### src/rtl/pgl_pkg.sv
// pgl_pkg: shared types and constants of the pgn token lexer
// byte class flags, queue entry, lexer mode and token kind codes
// no dependencies
package pgl_pkg;

	localparam int QUEUE_DEPTH = 4;

	localparam logic [7:0] CH_QUOTE  = 8'h22;
	localparam logic [7:0] CH_SEMI   = 8'h3B;
	localparam logic [7:0] CH_BSLASH = 8'h5C;
	localparam logic [7:0] CH_LF     = 8'h0A;
	localparam logic [7:0] CH_CR     = 8'h0D;
	localparam logic [7:0] CH_TAB    = 8'h09;
	localparam logic [7:0] CH_SPACE  = 8'h20;
	localparam logic [7:0] CH_MINUS  = 8'h2D;
	localparam logic [7:0] CH_DOT    = 8'h2E;
	localparam logic [7:0] CH_HASH   = 8'h23;
	localparam logic [7:0] CH_EQUAL  = 8'h3D;
	localparam logic [7:0] CH_UNDER  = 8'h5F;
	localparam logic [7:0] CH_DOLLAR = 8'h24;
	localparam logic [7:0] CH_PLUS   = 8'h2B;

	typedef enum logic [2:0] {
		MODE_IDLE    = 3'd0,
		MODE_QUOTED  = 3'd1,
		MODE_ESCAPE  = 3'd2,
		MODE_COMMENT = 3'd3,
		MODE_WORD    = 3'd4
	} mode_t;

	typedef enum logic [2:0] {
		KIND_SPACE   = 3'd0,
		KIND_QUOTED  = 3'd1,
		KIND_COMMENT = 3'd2,
		KIND_WORD    = 3'd3,
		KIND_SINGLE  = 3'd4
	} kind_t;

	typedef struct packed {
		logic is_space;
		logic is_quote;
		logic is_semi;
		logic is_bslash;
		logic is_eol;
		logic starts_word;
		logic cont_word;
	} class_t;

	typedef struct packed {
		logic [7:0] text;
		logic       last;
		class_t     cls;
	} entry_t;

endpackage

### src/rtl/pgl_front.sv
// pgl_front: input stage of the pgn token lexer
// takes one text byte per word, classifies it and hands it to the queue
// depends on pgl_pkg
module pgl_front import pgl_pkg::*; (
	input  logic       clk,
	input  logic       arst_n,
	input  logic [7:0] text_byte,
	input  logic       stream_end,
	input  logic       in_valid,
	output logic       in_stall,
	input  logic       q_full,
	output logic       push,
	output entry_t     ent_s1
);

	logic   valid_s1;
	logic   load;
	class_t cls;

	function automatic logic is_alnum(input logic [7:0] c);
		return (c >= 8'h30 && c <= 8'h39) || (c >= 8'h41 && c <= 8'h5A) ||
		       (c >= 8'h61 && c <= 8'h7A);
	endfunction

	always_comb begin
		cls.is_space    = (text_byte == CH_SPACE) ||
		                  (text_byte >= CH_TAB && text_byte <= CH_CR);
		cls.is_quote    = (text_byte == CH_QUOTE);
		cls.is_semi     = (text_byte == CH_SEMI);
		cls.is_bslash   = (text_byte == CH_BSLASH);
		cls.is_eol      = (text_byte == CH_LF) || (text_byte == CH_CR);
		cls.starts_word = is_alnum(text_byte) || (text_byte == CH_MINUS) ||
		                  (text_byte == CH_PLUS) || (text_byte == CH_UNDER);
		// '$' is deliberately absent from both word sets
		cls.cont_word   = cls.starts_word || (text_byte == CH_DOT) ||
		                  (text_byte == CH_HASH) || (text_byte == CH_EQUAL);
	end

	assign in_stall = valid_s1 && q_full;
	assign load     = in_valid && !in_stall;
	assign push     = valid_s1 && !q_full;

	always_ff @(posedge clk or negedge arst_n) begin
		if (!arst_n) begin
			valid_s1 <= 1'b0;
		end else if (load) begin
			valid_s1 <= 1'b1;
		end else if (push) begin
			valid_s1 <= 1'b0;
		end
	end

	always_ff @(posedge clk) begin
		if (load) begin
			ent_s1.text <= text_byte;
			ent_s1.last <= stream_end;
			ent_s1.cls  <= cls;
		end
	end

endmodule

### src/rtl/pgl_queue.sv
// pgl_queue: small queue of classified bytes between front and back
// register array with read and write pointers and a fill count
// depends on pgl_pkg
module pgl_queue import pgl_pkg::*; #(
	parameter int DEPTH = QUEUE_DEPTH
) (
	input  logic   clk,
	input  logic   arst_n,
	input  logic   push,
	input  entry_t push_ent,
	output logic   full,
	input  logic   pop,
	output logic   q_valid,
	output entry_t head
);

	localparam int PTR_W = (DEPTH > 1) ? $clog2(DEPTH) : 1;
	localparam int CNT_W = $clog2(DEPTH + 1);

	entry_t             mem_q [DEPTH];
	logic [PTR_W-1:0]   wr_ptr_q;
	logic [PTR_W-1:0]   rd_ptr_q;
	logic [CNT_W-1:0]   count_q;

	function automatic logic [PTR_W-1:0] ptr_next(input logic [PTR_W-1:0] p);
		return (p == PTR_W'(DEPTH - 1)) ? '0 : p + PTR_W'(1);
	endfunction

	assign full    = (count_q == CNT_W'(DEPTH));
	assign q_valid = (count_q != '0);
	assign head    = mem_q[rd_ptr_q];

	always_ff @(posedge clk or negedge arst_n) begin
		if (!arst_n) begin
			wr_ptr_q <= '0;
			rd_ptr_q <= '0;
			count_q  <= '0;
		end else begin
			if (push) begin
				wr_ptr_q <= ptr_next(wr_ptr_q);
			end
			if (pop) begin
				rd_ptr_q <= ptr_next(rd_ptr_q);
			end
			if (push && !pop) begin
				count_q <= count_q + CNT_W'(1);
			end else if (pop && !push) begin
				count_q <= count_q - CNT_W'(1);
			end
		end
	end

	always_ff @(posedge clk) begin
		if (push) begin
			mem_q[wr_ptr_q] <= push_ent;
		end
	end

	a_no_overflow: assert property (@(posedge clk) disable iff (!arst_n)
		count_q <= CNT_W'(DEPTH))
		else $error("queue count above depth");

	a_no_empty_pop: assert property (@(posedge clk) disable iff (!arst_n)
		pop |-> count_q != '0)
		else $error("pop from empty queue");

	a_no_full_push: assert property (@(posedge clk) disable iff (!arst_n)
		push && !pop |-> !full)
		else $error("push into full queue");

endmodule

### src/rtl/pgl_back.sv
// pgl_back: lexer mode machine and output register of the pgn token lexer
// pops classified bytes from the queue and labels them
// depends on pgl_pkg
module pgl_back import pgl_pkg::*; (
	input  logic       clk,
	input  logic       arst_n,
	input  logic       q_valid,
	input  entry_t     head,
	output logic       pop,
	output logic [7:0] byte_out,
	output logic [2:0] token_kind,
	output logic       token_begin,
	output logic       end_out,
	output logic       out_valid,
	input  logic       out_stall
);

	mode_t      mode_q;
	mode_t      mode_next;
	kind_t      kind;
	logic       begin_tok;
	logic       valid_q;
	logic [7:0] byte_q;
	kind_t      kind_q;
	logic       begin_q;
	logic       end_q;

	// a byte seen between tokens
	function automatic kind_t idle_kind(input class_t c);
		priority if (c.is_space)    return KIND_SPACE;
		else if (c.is_quote)        return KIND_QUOTED;
		else if (c.is_semi)         return KIND_COMMENT;
		else if (c.starts_word)     return KIND_WORD;
		else                        return KIND_SINGLE;
	endfunction

	function automatic mode_t idle_mode(input class_t c);
		priority if (c.is_space)    return MODE_IDLE;
		else if (c.is_quote)        return MODE_QUOTED;
		else if (c.is_semi)         return MODE_COMMENT;
		else if (c.starts_word)     return MODE_WORD;
		else                        return MODE_IDLE;
	endfunction

	assign pop = q_valid && (!valid_q || !out_stall);

	// next state
	always_comb begin
		mode_next = MODE_IDLE;
		unique case (mode_q)
			MODE_QUOTED: begin
				priority if (head.cls.is_bslash) mode_next = MODE_ESCAPE;
				else if (head.cls.is_quote)      mode_next = MODE_IDLE;
				else                             mode_next = MODE_QUOTED;
			end
			MODE_ESCAPE: mode_next = MODE_QUOTED;
			MODE_COMMENT: begin
				mode_next = head.cls.is_eol ? MODE_IDLE : MODE_COMMENT;
			end
			MODE_WORD: begin
				mode_next = head.cls.cont_word ? MODE_WORD : idle_mode(head.cls);
			end
			default: mode_next = idle_mode(head.cls);
		endcase
		// end of text drops any open token
		if (head.last) begin
			mode_next = MODE_IDLE;
		end
	end

	// outputs
	always_comb begin
		kind      = KIND_SPACE;
		begin_tok = 1'b0;
		unique case (mode_q)
			MODE_QUOTED, MODE_ESCAPE: kind = KIND_QUOTED;
			MODE_COMMENT: kind = head.cls.is_eol ? KIND_SPACE : KIND_COMMENT;
			MODE_WORD: begin
				if (head.cls.cont_word) begin
					kind = KIND_WORD;
				end else begin
					kind      = idle_kind(head.cls);
					begin_tok = !head.cls.is_space;
				end
			end
			default: begin
				kind      = idle_kind(head.cls);
				begin_tok = !head.cls.is_space;
			end
		endcase
	end

	always_ff @(posedge clk or negedge arst_n) begin
		if (!arst_n) begin
			mode_q  <= MODE_IDLE;
			valid_q <= 1'b0;
		end else begin
			if (pop) begin
				mode_q  <= mode_next;
				valid_q <= 1'b1;
			end else if (!out_stall) begin
				valid_q <= 1'b0;
			end
		end
	end

	always_ff @(posedge clk) begin
		if (pop) begin
			byte_q  <= head.text;
			kind_q  <= kind;
			begin_q <= begin_tok;
			end_q   <= head.last;
		end
	end

	assign byte_out    = byte_q;
	assign token_kind  = kind_q;
	assign token_begin = begin_q;
	assign end_out     = end_q;
	assign out_valid   = valid_q;

	a_end_to_idle: assert property (@(posedge clk) disable iff (!arst_n)
		pop && head.last |=> mode_q == MODE_IDLE)
		else $error("mode not idle after end of text");

	a_escape_quoted: assert property (@(posedge clk) disable iff (!arst_n)
		pop && mode_q == MODE_ESCAPE |=> kind_q == KIND_QUOTED && !begin_q)
		else $error("escaped byte left the string");

	a_begin_not_space: assert property (@(posedge clk) disable iff (!arst_n)
		valid_q && begin_q |-> kind_q != KIND_SPACE)
		else $error("token start labeled as space");

endmodule

### src/rtl/pgn_token_lexer.sv
// pgn_token_lexer: top level, byte-serial pgn text tokenizer
// front classifier, queue and mode/output back end
// depends on pgl_pkg, pgl_front, pgl_queue, pgl_back
//
//  channel | handshake            | payload
//  --------+----------------------+---------------------------------------------
//  input   | in_valid / in_stall  | text_byte, stream_end
//  output  | out_valid / out_stall| byte_out, token_kind, token_begin, end_out
//
// one word per cycle sustained while out_stall is low; mode loop is just mode_q
// each byte passes the front register, a queue slot, then the output register
// reset clears the lexer mode to idle and empties front, queue and output
// out_stall holds the output register, then fills the queue (DEPTH words)
// in_stall rises only when the front register holds a word and the queue is full
module pgn_token_lexer import pgl_pkg::*; #(
	parameter int DEPTH = QUEUE_DEPTH
) (
	input  logic       clk,
	input  logic       arst_n,
	input  logic [7:0] text_byte,
	input  logic       stream_end,
	input  logic       in_valid,
	output logic       in_stall,
	output logic [7:0] byte_out,
	output logic [2:0] token_kind,
	output logic       token_begin,
	output logic       end_out,
	output logic       out_valid,
	input  logic       out_stall
);

	logic   q_full;
	logic   push;
	entry_t ent_s1;
	logic   pop;
	logic   q_valid;
	entry_t head;

	pgl_front u_front (
		.clk        (clk),
		.arst_n     (arst_n),
		.text_byte  (text_byte),
		.stream_end (stream_end),
		.in_valid   (in_valid),
		.in_stall   (in_stall),
		.q_full     (q_full),
		.push       (push),
		.ent_s1     (ent_s1)
	);

	pgl_queue #(
		.DEPTH (DEPTH)
	) u_queue (
		.clk      (clk),
		.arst_n   (arst_n),
		.push     (push),
		.push_ent (ent_s1),
		.full     (q_full),
		.pop      (pop),
		.q_valid  (q_valid),
		.head     (head)
	);

	pgl_back u_back (
		.clk         (clk),
		.arst_n      (arst_n),
		.q_valid     (q_valid),
		.head        (head),
		.pop         (pop),
		.byte_out    (byte_out),
		.token_kind  (token_kind),
		.token_begin (token_begin),
		.end_out     (end_out),
		.out_valid   (out_valid),
		.out_stall   (out_stall)
	);

endmodule

### config.mk
export PLATFORM = sky130hd
export DESIGN_NAME = pgn_token_lexer
export DESIGN_NICKNAME = d
export VERILOG_FILES = /design/src/rtl/pgl_pkg.sv /design/src/rtl/pgl_front.sv /design/src/rtl/pgl_queue.sv /design/src/rtl/pgl_back.sv /design/src/rtl/pgn_token_lexer.sv
export SDC_FILE = /design/constraint.sdc
export NUM_CORES = 1
export LEC_CHECK = 0
export ABC_AREA = 1
export BUFFER_PORTS_ARGS = -buffer_cell sky130_fd_sc_hd__buf_2
export CAP_MARGIN = 20
export CELL_PAD_IN_SITES_DETAIL_PLACEMENT = 1
export CELL_PAD_IN_SITES_GLOBAL_PLACEMENT = 1
export CORE_MARGIN = 2
export CORE_UTILIZATION = 30
export CTS_BUF_LIST = sky130_fd_sc_hd__clkbuf_4 sky130_fd_sc_hd__clkbuf_8
export CTS_CLUSTER_SIZE = 16
export DETAILED_ROUTE_END_ITERATION = 8
export GPL_ROUTABILITY_DRIVEN = 0
export MAX_ROUTING_LAYER = met4
export PLACE_DENSITY_LB_ADDON = 0.1
export SLEW_MARGIN = 30
export SYNTH_ARGS = -nofsm -noshare
export SYNTH_HDL_FRONTEND = slang
export SYNTH_SLANG_ARGS = --single-unit
### constraint.sdc
create_clock -name clk -period 5.45 [get_ports clk]
set_input_delay 0.8175 -clock clk [delete_from_list [all_inputs] [get_ports clk]]
set_output_delay 0.8175 -clock clk [all_outputs]
set_load 0.005 [all_outputs]
==> run metrics, run 1 <==
cell area after synthesis=4430 um2; class of the worst hold path=in2async; Critical Path Start=u_queue.count_q[0]; Post-CTS Setup Bufs=0; TNS Setup=0 ps; Req. time, crit path=between 5000 and 6000 ps; Area Growth Syn to Fin=11.4%; clock tree root buffer cell=clkbuf_8; Syn Inst Count=381; Core Rows=44; die width=between 100 and 150 um; Syn Nets=401; Max IR drop VDD=0.126 mV; Tot GR Track Use=13.0%; Iter 0 DRT Violations=156; maximum number of pins on one net before global-route repair=36; die area=15700 um2; final wirelength=9410 um; sequential share of the synthesized area=69.9%; Post-CTS Hold Buffers=0; cell area after layout=4930 um2; Final Max Slew Viols=0; cts bufs inserted=9; reg-to-reg endpoint=u_queue.count_q[1]; syn avg cell area=around 12 um2; CP Data Arrival Time=2590 ps; first drt pass iteration count=4; hpwl dp=6390 um; fill cell total of the finished layout=~1600; Final Skew=8.87 ps; CTS tree=built; nets=430; Post-CTS Resized=0; first-pass GRT wire length=15400 um; RSZ-0062 raised after global routing=no; DR vias=between 2000 and 3000; Final ANT Viol Nets=0; clk buf depth=2; n_diodes=0; initial antenna violation count=0; Synth Register Bits=105; CTS clk-pin slew, worst paths=90 ps; crit share post-route=42.6%; critical path cell sequence=nor2_1, nand2_1, nand2_1, inv_1, ha_1, inv_1, fa_1, mux2_2; Synth Warn #=0; Register-to-Register Path Depth=8; htree depth=3; Pleak=between 1.5 and 2 nW; Startpoint Class=register; via/cell ratio=4.61; GRT Residual Overflow=0; Post-Layout Cell Count=~600; final hold vios=0; r2r startpoint=u_queue.count_q[0]; critical path's slowest cell=dfrtp_1; Slew @ Worst Pin=908 ps; Period minus WS final=2320 ps; power density over cell area=519 nW/um2; status=finished, final reports clean; Clk Latency, worst-skew pair=370 ps; worst-path maximum fanout=5; critical path class=reg2reg; placed cells=approximately 600; Max-Cap Viols=0; port bufs=27; Core ar.=14500 um2; vias in the first global route=2858; # DRC=0; CP Capture Type=register; slew margin rel.=39.4%; Max stage delay on crit path=430 ps; Die Ht=125 um; clock sink total=105; Initial Util=around 31%; final setup vio count=0; dpl cell area=4740 um2; layout cells sized above 1=14.5%; Synth cell types=30; reg-to-reg slack, setup=3130 ps; WL per Instance=15.7 um; fmax=approximately 430 MHz; I/O pins=28
[final cells by class]
class,count,area (um2),area share [%]
Sequential cell,105,3090,62.7
Timing Repair Buffer,28,143,2.89
Clock inverter,6,57.6,1.17
Inverter,39,155,3.15
Clock buffer,10,131,2.66
Tap cell,184,230,4.67
Multi-Input combinational cell,227,1120,22.7
[worst max path at each step]
stage / end / depth (start not counted)
after CTS: u_queue.count_q[1] / 8
after global placement: u_queue.count_q[2] / 9
after floorplan: u_queue.count_q[2] / 8
final: u_queue.count_q[1] / 8
after detailed placement: u_queue.count_q[2] / 9
after global routing: u_queue.count_q[2] / 10
[synth_stat cells]
cell      instances  share of area [%]
o22ai_1           9                1.3
inv_2             1              0.085
o21ai_0          28                3.2
dfrtp_1          12                6.8
nand3_2           3               0.68
and3b_1           1               0.20
ha_1              6                1.7
buf_2             5               0.57
nand4_1           1               0.14
inv_8             1               0.25
fa_1              1               0.45
xnor2_1           1               0.20
mux2_2            1               0.25
clkinv_2          1               0.11
edfxtp_1         93                 63
o32ai_1           1               0.20
o21ai_1           3               0.34
a31oi_1           1               0.14
nand3_1          24                2.7
buf_6             3               0.76
xor2_1            1               0.20
a21oi_1           6               0.68
nand2_2           5               0.71
nand2_1          86                7.3
o21ai_2           1               0.20
inv_1            36                3.1
nor2_1           42                3.6
clkbuf_2          1               0.11
buf_12            1               0.45
nor3_1            6               0.68
[metrics by stage]
| step | total power (W) | hold slack (ps) | util, % | setup slack [ps] |
|---|---|---|---|---|
| finish | 0.00256 | 329 | 34.1 | 3130 |
| global route | 0.00277 | 337 | 34.1 | 2890 |
| CTS | 0.00260 | 328 | 34.0 | 3130 |
| detailed placement | 0.00212 | 493 | 32.7 | 3040 |
| global placement | 0.00210 | 487 | 32.6 | 3140 |
| floorplan | 0.00185 | 459 | - | 3330 |
[routing by layer]
metal / vias to the layer above / global-route usage [%] / wire length (um)
met5: - / - / 0
met4: 0 / 5.10 / 159
met3: 12 / 2.31 / 209
met2: 34 / 19.7 / 4280
met1: 1360 / 17.5 / 4760
li1: 1354 / - / -
[layout by cell type (no fill, tap or decap), types with 6 or more instances in the layout]
master and instances:
nor3_1 6, nor2_1 38, edfxtp_1 93, o21ai_0 28, nand3_1 24, inv_1 36
dfrtp_1 12, ha_1 6, a21oi_1 6, nand2_1 86, o22ai_1 9, buf_2 27
clkbuf_8 9
[cell families (layout without fill, tap and decap cells)]
family	Yosys count	count (layout)	synth area share, %
muxes	1	1	0.254
xor gates and xnor gates	2	2	0.396
and+or+nand+nor	168	168	16.0
DFF	105	105	69.9
AOI/OAI and AO/OA	49	49	5.99
buffers and inverters	49	83	5.40
adders and majority gates	7	7	2.15
[registers in the layout (all words and copies together) (netlist names)]
name / flops
u_front.ent_s1: 16
u_front.valid_s1: 1
u_back.token_begin: 1
u_back.mode_q: 3
u_queue.rd_ptr_q: 2
u_back.end_out: 1
u_back.byte_out: 8
u_queue.mem_q: 64
u_back.out_valid: 1
u_queue.wr_ptr_q: 2
u_back.token_kind: 3
u_queue.count_q: 3
[worst max-delay path: cells and delay by family (launching register included)]
| kind | cells | cell delay (ps) |
|---|---|---|
| muxes | 1 | 270 |
| adders and majority gates | 2 | 640 |
| buffers and inverters | 2 | 270 |
| and+or+nand+nor | 3 | 590 |
| DFF | 1 | 430 |
[power breakdown]
part | leakage (nW) | internal, W | switching (W)
clock network | 0.101 | 0.000216 | 0.000263
logic | 0.793 | 0.000259 | 0.000568
registers | 1.02 | 0.00115 | 0.000100
total | 1.92 | 0.00163 | 0.000930
(Power assumes the default switching activity.)
==> run 2, diff against run 1 <==
--- a/config.mk
+++ b/config.mk
@@ -5,7 +5,7 @@
 export SDC_FILE = /design/constraint.sdc
 export NUM_CORES = 1
 export LEC_CHECK = 0
-export ABC_AREA = 1
+export ABC_AREA = 0
 export BUFFER_PORTS_ARGS = -buffer_cell sky130_fd_sc_hd__buf_2
 export CAP_MARGIN = 20
 export CELL_PAD_IN_SITES_DETAIL_PLACEMENT = 1
==> constraint.sdc (replaced) <==
create_clock -name clk -period 2.2 [get_ports clk]
set_input_delay 0.33 -clock clk [delete_from_list [all_inputs] [get_ports clk]]
set_output_delay 0.33 -clock clk [all_outputs]
set_load 0.005 [all_outputs]
==> run 2 against run 1 <==
Against the previous run: die area is 2.3% lower; register-to-register slack lost 2900 ps; first-iteration DRC count fell by 25%; sequential power is 150% higher; via count down 17%; critical path type unchanged.
==> run metrics, run 2 <==
I/O pins=28; initial antenna violation count=0; most common cell in the netlist=edfxtp_1; Synth area leader=edfxtp_1; top-area cell type share of the netlist area=64.6%; largest cells by area after synthesis=edfxtp_1 65%, mux4_2 8.3%, dfrtp_1 6.9%; fin util=35.0%; Post-synth EDFFs=93; n_diodes=0; placed cells=~460; via/cell ratio=4.81; vias in the first global route=between 2000 and 2500; Period minus WS final=2010 ps; status=finished, final reports clean; syn avg cell area=16.9 um2; DR vias=2288; port bufs=27; cell area after synthesis=4320 um2; CP Capture Type=register; Final Skew=roughly 11 ps; RSZ-0062 raised after global routing=no; Final ANT Viol Nets=0; Post-synth top cells=93 x edfxtp_1, 17 x nor2_1, 16 x mux4_2; Core Rows=43; critical path class=reg2reg; CTS tree=built; GRT Residual Overflow=0; die area=15400 um2; die width=124 um; Post-CTS Setup Bufs=0; Startpoint Class=register; Synth cell types=51; sequential share of the synthesized area=71.5%; cts bufs inserted=9; Synth Register Bits=between 100 and 150; maximum number of pins on one net before global-route repair=20; most frequent cells in the layout=93 x edfxtp_1, 27 x buf_2, 17 x nor2_1, 16 x mux4_2, 13 x nand2_1; Area Growth Syn to Fin=13.2%; Syn Inst Count=256; power density over cell area=between 1000 and 1500 nW/um2; nets=311; Biggest register=u_queue.mem_q; dominant synthesized flop cell=edfxtp_1; ys async rst share=11.4%; final hold vios=0; Final Max Slew Viols=0; Slew @ Worst Pin=761 ps; layout cells sized above 1=between 20% and 30%; slew margin rel.=49.2%; Max-Cap Viols=0; Core ar.=14000 um2; worst-path maximum fanout=14; first-pass GRT wire length=roughly 14000 um; TNS Setup=0 ps; final wirelength=8780 um; Post-Layout Cell Count=476; # DRC=0; class of the worst hold path=in2reg; Iter 0 DRT Violations=~120; first drt pass iteration count=4; final setup vio count=0; Syn Nets=276; clock tree root buffer cell=clkbuf_8; CP Data Arrival Time=2290 ps; max reg flops=64; crit share post-route=91.3%; htree depth=3; commonest non-fill, non-tap cell in the layout=edfxtp_1; Max IR drop VDD=between 0.2 and 0.3 mV; hpwl dp=around 5900 um; Hold Slack=136 ps; clk buf depth=2; Pleak=roughly 1.7 nW; total power draw=0.00605 W; Req. time, crit path=2480 ps; Synth Warn #=0; Initial Util=30.9%; Tot GR Track Use=13.0%; WL per Instance=around 18 um; Die Ht=124 um; fmax=about 500 MHz; CTS clk-pin slew, worst paths=~100 ps; Clk Latency, worst-skew pair=370 ps; clock sink total=105
-- run 2: changes by cell type after synthesis, sizes merged, moves of 16 or more --
cell / previous run / this run
inv: 38 / 8
mux4: 0 / 16
nand2: 91 / 13
nand3: 27 / 1
nor2: 42 / 17
o21ai: 32 / 5
-- run 2: kinds of logic (layout without fill, tap and decap cells) --
kind of cell	count (synthesis)	in the layout	synth area share, %
buffers and inverters	21	61	2.05
AOI/OAI and AO/OA	34	34	6.13
muxes	17	17	8.59
DFF	105	105	71.5
xor gates and xnor gates	3	3	0.608
and+or+nand+nor	69	69	8.88
adders and majority gates	7	7	2.20
-- run 2: critical path: stages (launching register included) --
cell and delay, ps:
dfrtp_2 480, buf_4 310, mux4_2 550, and4b_1 290, a211oi_1 60, a221oi_2 230
-- run 2: final cells by class --
class | instances | area, um2
clock inverters | 7 | 61.3
flip-flops and latches | 105 | 3090
well taps | 180 | 225
multi-input cells | 130 | 1150
repair buffers | 37 | 213
clock buffers | 9 | 124
inverters | 8 | 30.0
fillers | 1463 | 9090
-- run 2: where the power goes --
part / total [W] / switching, W / internal (W)
combinational: 0.00180 / 0.000977 / 0.000824
clock: 0.00113 / 0.000697 / 0.000434
sequential: 0.00312 / 0.000286 / 0.00283
-- run 2: final timing paths --
path                                           from                   to  slack [ps]  cells past startpoint
worst min-delay path                     stream_end    u_front.ent_s1[7]         140                      1
worst max register to register  u_queue.rd_ptr_q[0]     u_back.mode_q[1]         190                      5
min in group asynchronous                    arst_n     u_front.valid_s1         390                      2
worst max-delay path            u_queue.rd_ptr_q[0]     u_back.mode_q[1]         190                      5
worst min register to register    u_front.ent_s1[1]  u_queue.mem_q[2][1]         520                      0
max in group asynchronous                    arst_n  u_queue.rd_ptr_q[0]        1520                      2
-- run 2: routing by layer --
layer / vias up / share of wire (%) / track usage (%)
met5: - / 0 / -
met4: 0 / 1.2 / 5.34
met3: 6 / 2.6 / 2.88
met2: 33 / 49 / 20.4
met1: 1182 / 47 / 16.2
li1: 1067 / - / -
-- run 2: stage by stage --
stage	cell area, um2	worst slack (ps)
2_1_floorplan	4320	69.8
3_3_place_gp	4690	102
3_5_place_dp	4690	59.7
4_1_cts	4890	46.8
5_1_grt	4890	43.2
6_report	4890	192
-- run 2: what timing repair did --
action                     4_1_cts  5_1_grt
hold endpoints to repair        12        0
gates resized for setup          0        2
setup endpoints to repair        0        2
hold buffers                     1        0
